$ cat src/hdl/pbs_pkg.sv
package pbs_pkg;

    // Field widths
    localparam int TIME_W = 32;
    localparam int DUR_W  = 16;
    localparam int CAP_W  = 7;

    // Defaults
    localparam int              DEFAULT_QUEUE_DEPTH = 64;
    localparam logic [CAP_W-1:0] CAP_RESET          = 7'd64;

    // Input beat: one packet
    typedef struct packed {
        logic [TIME_W-1:0] arrival_time;
        logic [DUR_W-1:0]  duration;
    } t_in;

    // Output beat: one scheduling decision
    typedef struct packed {
        logic [TIME_W-1:0] start_time;
        logic              dropped;
    } t_out;

    // Controls broadcast to every cell of the chain
    typedef struct packed {
        logic pop;   // shift every entry one place toward the head
        logic push;  // load the new finish time into the cell at the fill point
    } t_cell_ctl;

    // Sequencer states
    typedef enum logic {
        ST_IDLE,
        ST_SCAN
    } t_state;

endpackage

$ cat src/hdl/pbs_cell.sv
module pbs_cell #(
    parameter int IDX_W = 6,
    parameter int INDEX = 0
) (
    input  logic                       i_clk,
    input  pbs_pkg::t_cell_ctl         i_ctl,
    input  logic [IDX_W-1:0]           i_wr_index,
    input  logic [pbs_pkg::TIME_W-1:0] i_push_data,
    input  logic [pbs_pkg::TIME_W-1:0] i_next_data,
    output logic [pbs_pkg::TIME_W-1:0] o_data
);
    import pbs_pkg::*;

    logic [TIME_W-1:0] r_data;
    logic [TIME_W-1:0] n_data;

    // Take the neighbor's entry on a pop, the new entry when this is the fill point
    always_comb begin
        n_data = r_data;
        if (i_ctl.pop) begin
            n_data = i_next_data;
        end else if (i_ctl.push && (i_wr_index == IDX_W'(INDEX))) begin
            n_data = i_push_data;
        end
    end

    always_ff @(posedge i_clk) begin
        r_data <= n_data;
    end

    assign o_data = r_data;

endmodule

$ cat src/hdl/packet_buffer_scheduler.sv
// Channel  Direction  Handshake               Payload
// in       sink       i_in_valid / o_in_stall  i_in_data  (pbs_pkg::t_in)
// out      source     o_out_valid / i_out_stall o_out_data (pbs_pkg::t_out)
// cfg      sink       i_cfg_valid / o_cfg_ready i_cfg_data (buffer_capacity)
//
// A packet is accepted in ST_IDLE and then scanned in ST_SCAN, which removes each finish time it has passed:
// the chain of cells retires one entry per cycle, compared at cell 0.
// Reset (synchronous, i_rst_n low) empties the queue, idles the sequencer,
// drops any pending output beat and sets the capacity to 64. No clearing pass.
// A stalled output beat holds in its register; the next packet is still taken
// and scanned, and waits only for the register to free before it finishes.
module packet_buffer_scheduler #(
    parameter int QUEUE_DEPTH = pbs_pkg::DEFAULT_QUEUE_DEPTH
) (
    input  logic                      i_clk,
    input  logic                      i_rst_n,
    input  logic                      i_in_valid,
    output logic                      o_in_stall,
    input  pbs_pkg::t_in              i_in_data,
    output logic                      o_out_valid,
    input  logic                      i_out_stall,
    output pbs_pkg::t_out             o_out_data,
    input  logic                      i_cfg_valid,
    output logic                      o_cfg_ready,
    input  logic [pbs_pkg::CAP_W-1:0] i_cfg_data
);
    import pbs_pkg::*;

    localparam int CNT_W = $clog2(QUEUE_DEPTH + 1);
    localparam int IDX_W = (QUEUE_DEPTH > 1) ? $clog2(QUEUE_DEPTH) : 1;
    localparam int CMP_W = (CNT_W > CAP_W) ? CNT_W : CAP_W;

    t_state            r_state, n_state;
    logic [CNT_W-1:0]  r_count, n_count;
    logic [CAP_W-1:0]  r_cap;
    logic [TIME_W-1:0] r_arrival;
    logic [DUR_W-1:0]  r_duration;
    logic [TIME_W-1:0] r_newest;
    logic              r_out_valid;
    t_out              r_out_data;

    logic [TIME_W-1:0] w_cell [QUEUE_DEPTH];
    t_cell_ctl         w_ctl;
    logic              w_accept;
    logic              w_head_done;
    logic              w_out_free;
    logic              w_finish;
    logic              w_drop;
    logic [TIME_W-1:0] w_start;
    logic [TIME_W-1:0] w_finish_time;

    // Configuration: always ready; to be written only while idle, which the block does not enforce
    assign o_cfg_ready = 1'b1;

    always_ff @(posedge i_clk) begin
        if (!i_rst_n) begin
            r_cap <= CAP_RESET;
        end else if (i_cfg_valid && o_cfg_ready) begin
            r_cap <= i_cfg_data;
        end
    end

    // Decision terms
    assign w_accept      = i_in_valid && !o_in_stall;
    assign w_head_done   = (r_count != '0) && (w_cell[0] <= r_arrival);
    assign w_out_free    = !r_out_valid || !i_out_stall;
    assign w_drop        = (CMP_W'(r_count) >= CMP_W'(r_cap))
                           || (r_count == CNT_W'(QUEUE_DEPTH));
    assign w_start       = (r_count == '0) ? r_arrival : r_newest;
    assign w_finish_time = w_start + TIME_W'(r_duration);

    // Next state
    always_comb begin
        n_state = r_state;
        unique case (r_state)
            ST_IDLE: begin
                if (w_accept) n_state = ST_SCAN;
            end
            ST_SCAN: begin
                if (!w_head_done && w_out_free) n_state = ST_IDLE;
            end
            default: n_state = ST_IDLE;
        endcase
    end

    // Sequencer outputs
    always_comb begin
        o_in_stall = 1'b1;
        w_ctl      = '0;
        w_finish   = 1'b0;
        unique case (r_state)
            ST_IDLE: begin
                o_in_stall = 1'b0;
            end
            ST_SCAN: begin
                w_ctl.pop  = w_head_done;
                w_finish   = !w_head_done && w_out_free;
                w_ctl.push = w_finish && !w_drop;
            end
            default: begin
                o_in_stall = 1'b1;
            end
        endcase
    end

    // Track occupancy: one pop or one push per cycle
    always_comb begin
        n_count = r_count;
        if (w_ctl.pop) begin
            n_count = r_count - CNT_W'(1);
        end else if (w_ctl.push) begin
            n_count = r_count + CNT_W'(1);
        end
    end

    always_ff @(posedge i_clk) begin
        if (!i_rst_n) begin
            r_state     <= ST_IDLE;
            r_count     <= '0;
            r_out_valid <= 1'b0;
        end else begin
            r_state <= n_state;
            r_count <= n_count;
            if (w_finish) begin
                r_out_valid <= 1'b1;
            end else if (!i_out_stall) begin
                r_out_valid <= 1'b0;
            end
        end
    end

    // Hold the packet, the newest finish time and the output beat
    always_ff @(posedge i_clk) begin
        if (w_accept) begin
            r_arrival  <= i_in_data.arrival_time;
            r_duration <= i_in_data.duration;
        end
        if (w_ctl.push) begin
            r_newest <= w_finish_time;
        end
        if (w_finish) begin
            r_out_data.start_time <= w_drop ? '0 : w_start;
            r_out_data.dropped    <= w_drop;
        end
    end

    assign o_out_valid = r_out_valid;
    assign o_out_data  = r_out_data;

    // Chain of finish-time cells, head at cell 0
    for (genvar g = 0; g < QUEUE_DEPTH; g++) begin : g_cell
        logic [TIME_W-1:0] w_next;
        if (g == QUEUE_DEPTH - 1) begin : g_last
            assign w_next = '0;
        end else begin : g_mid
            assign w_next = w_cell[g+1];
        end
        pbs_cell #(
            .IDX_W (IDX_W),
            .INDEX (g)
        ) u_cell (
            .i_clk       (i_clk),
            .i_ctl       (w_ctl),
            .i_wr_index  (r_count[IDX_W-1:0]),
            .i_push_data (w_finish_time),
            .i_next_data (w_next),
            .o_data      (w_cell[g])
        );
    end

    // Checks
    a_count_bound: assert property (@(posedge i_clk) disable iff (!i_rst_n)
        r_count <= CNT_W'(QUEUE_DEPTH))
        else $error("occupancy above queue depth");

    a_drop_zero: assert property (@(posedge i_clk) disable iff (!i_rst_n)
        (o_out_valid && o_out_data.dropped) |-> (o_out_data.start_time == '0))
        else $error("dropped beat carries a start time");

    a_push_count: assert property (@(posedge i_clk) disable iff (!i_rst_n)
        w_ctl.push |=> (r_count == $past(r_count) + CNT_W'(1)))
        else $error("push did not grow occupancy");

    a_no_pop_empty: assert property (@(posedge i_clk) disable iff (!i_rst_n)
        w_ctl.pop |-> (r_count != '0))
        else $error("pop from empty queue");

endmodule
$ cat config.mk
export PLATFORM = sky130hd
export DESIGN_NAME = packet_buffer_scheduler
export DESIGN_NICKNAME = d
export VERILOG_FILES = /design/src/hdl/pbs_pkg.sv /design/src/hdl/pbs_cell.sv /design/src/hdl/packet_buffer_scheduler.sv
export SDC_FILE = /design/constraint.sdc
export NUM_CORES = 2
export LEC_CHECK = 0
export ABC_CLOCK_PERIOD_IN_PS = 8600
export BUFFER_PORTS_ARGS = -buffer_cell sky130_fd_sc_hd__buf_2
export CORE_MARGIN = 2
export CORE_UTILIZATION = 63
export DETAILED_ROUTE_END_ITERATION = 8
export PLACE_DENSITY = 0.82
export SLEW_MARGIN = 10
export SYNTH_ARGS = -nofsm -noshare
export SYNTH_HDL_FRONTEND = slang
export SYNTH_SLANG_ARGS = --single-unit
$ cat constraint.sdc
create_clock -name i_clk -period 8.6 [get_ports i_clk]
set_input_delay 0.86 -clock i_clk [delete_from_list [all_inputs] [get_ports i_clk]]
set_output_delay 0.86 -clock i_clk [all_outputs]
set_load 0.01 [all_outputs]
==> qor.txt <==
full die area - 141400 um^2
Total GRT Usage - 28.79%
WS Path Type - reg -> reg
post-place setup slack - 2791 ps
Post-CTS Hold Buffers - 0
dpl cells - 8387
CTS resizes - 0
dpl hpwl - 111.2 mm
share of cells above drive strength 1 - 8.878%
unrepaired setup endpoints after global routing - no
H-Tree Depth - 4
Initial Util - 63.44%
Final Setup Violations - 0
worst skew pair latency - 850 ps
vias in the first global route - 51770
sequential cell area - 64890 um^2
top-count cell post-synth - nand2_1
Mapped Cells - 6878
I/O Pins - 96
worst min path class - in -> reg
setup bufs post-CTS - 0
row cnt - 136
clock buffer depth - 3
max_slew headroom - 13.61%
I/O Buffers - 94
fill count - 8752
Synth area leader - edfxtp_1
Initial DRC Count - 7686
routed len/inst - 23.28 um
Multi-input gate area - 20110 um^2
Final Hold Fails - 0
max incr delay on CP - 990 ps
asr flop ratio synth - 0%
Synth area leaders - edfxtp_1, nand2_1, a21o_1
Final period util - 70.45%
synthesized flop and latch total - 2177
Final #Nets - 6927
setup tns final - 0 ps
worst slew pin tran - 1286 ps
Post-synth EDFFs - 2129
fmax - 0.1651 GHz
outcome - finished clean
Synthesis Warnings - 0
Non-Filler Instances - 8755
CP required - 9180 ps
post-route clock skew - 44.59 ps
Setup crit start kind - register
DRC viols - 0
Die Ht - 376.1 um
total CTS buffers - 207
vias per cell - 6.025
pins over their slew limit - 0
largest net degree at the start of global routing - 276
Reg clk slew, reported paths - 60 ps
GRT Residual Overflow - 0
nature of the critical path endpoint - register
Root Buffer - clkbuf_16
fin worst setup slack - 2542 ps
synthesized cell area - 87220 um^2
Layout area overhead - 9.092%
Worst path slowest cell - nor3_1
via count - 52750
top cells by count, synth - nand2_1, edfxtp_1, a21o_1
crit path DAT - 6630 ps
antenna violations before repair - 1
hold_ws - 193.6 ps
first-pass GRT wire length - 308.8 mm
clock sink count - 2177
crit path cell chain - nor3_2, nand2_2, buf_4, o21ai_0, ha_1, nand2_1, nor2_1, o211ai_1, nor3_1, nor2_1, xor2_1, nor2_4, buf_4, nor2_1
largest fanout on the critical path - 52
synthesized area per cell - 12.68 um^2
Post-Route WL - 203.8 mm
Mapped Nets - 7000
Die W - 376.1 um
first drt pass iteration count - 7
minimum clock period - 6058 ps
Final ANT Viol Nets - 0
CTS tree - built
Synth cell types - 79
Core Footprint - 137500 um^2
sequential-to-total area share from yosys stat - 74.40%
GP Congestion - 0.9173
Synth Flop Type - edfxtp_1
# diodes - 0
Critical Path Most Common Cell - nor2_1
Yosys top cell area share - 73.30%
Max-cap violations - 0
## per-stage QoR
| stage | area (um^2) | util (%) |
|---|---|---|
| floorplan | 87220 | - |
| global placement | 88710 | 64.52 |
| detailed placement | 88710 | 64.52 |
| CTS | 95090 | 69.16 |
| global route | 95150 | 69.20 |
| finish | 95150 | 69.20 |
## flip-flops by register name, indices dropped and copies added (netlist names)
name and flops:
r_duration 16, r_state 1, r_count 7, r_cap 7, o_out_valid 1, r_arrival 32
g_cell.u_cell.o_data 2048, r_newest 32, o_out_data 33
## final cells by class
class	instances	area share [%]
clock buffers	277	5.874
clock inverters	88	0.8377
inverters	54	0.2209
multi-input cells	4176	21.14
flip-flops and latches	2177	68.20
well taps	1794	2.359
repair buffers	189	1.370
## logic make-up after synthesis
logic type | after synthesis | synth area share (%)
muxes | 54 | 0.6240
xor gates and xnor gates | 30 | 0.3099
buffers and inverters | 525 | 3.185
DFF | 2177 | 74.40
adders and majority gates | 62 | 0.9066
and+or+nand+nor | 3317 | 14.67
AOI/OAI and AO/OA | 712 | 5.899
other | 1 | 0.004300
## cell usage in the layout, fill, tap and decap left out, types with 17 or more instances in the layout
| cell | count |
|---|---|
| nand3_1 | 26 |
| a21o_1 | 347 |
| a21o_2 | 40 |
| o21ai_2 | 49 |
| xnor2_1 | 17 |
| o21a_1 | 138 |
| mux2i_1 | 51 |
| inv_1 | 53 |
| nand2_1 | 2958 |
| nor2_1 | 208 |
| nand2_4 | 23 |
| clkinv_1 | 39 |
| o21ai_0 | 30 |
| ha_1 | 60 |
| buf_2 | 94 |
| a21oi_1 | 40 |
| clkbuf_16 | 212 |
| nor2b_1 | 18 |
| dfxtp_1 | 48 |
| clkinv_2 | 21 |
| buf_4 | 85 |
| clkbuf_1 | 61 |
| edfxtp_1 | 2129 |
## per-layer routing
| layer | GRT usage, % | routed length, um |
|---|---|---|
| met1 | 40.61 | 80070 |
| met2 | 44.49 | 94550 |
| met4 | 10.26 | 6934 |
| met5 | 0 | 12 |
| met3 | 6.782 | 22280 |
## path summary, 6_finish.rpt
check	from	to	slack, ps	cells past startpoint
max reg2reg	r_count[4]$_SDFFE_PN0P_	g_cell[12].u_cell.o_data[16]$_DFFE_PP_	2540	14
max	r_count[4]$_SDFFE_PN0P_	g_cell[12].u_cell.o_data[16]$_DFFE_PP_	2540	14
min reg2reg	g_cell[6].u_cell.o_data[23]$_DFFE_PP_	g_cell[5].u_cell.o_data[23]$_DFFE_PP_	500	2
min	i_in_data[31]	r_arrival[15]$_DFFE_PP_	190	1
## worst max-delay path: cells and delay by family, from the launching register on
family                   cells  cell delay (ps)
AND/OR/NAND/NOR              8             2940
buffers and inverters        2             1070
flip-flops                   1              610
adder cells (fa/ha/maj)      1              410
AO/OA/AOI/OAI                2              390
XOR/XNOR                     1              300
Power is not shown: default switching activity piles up to over one toggle a cycle in this logic, so the estimate is an artifact.
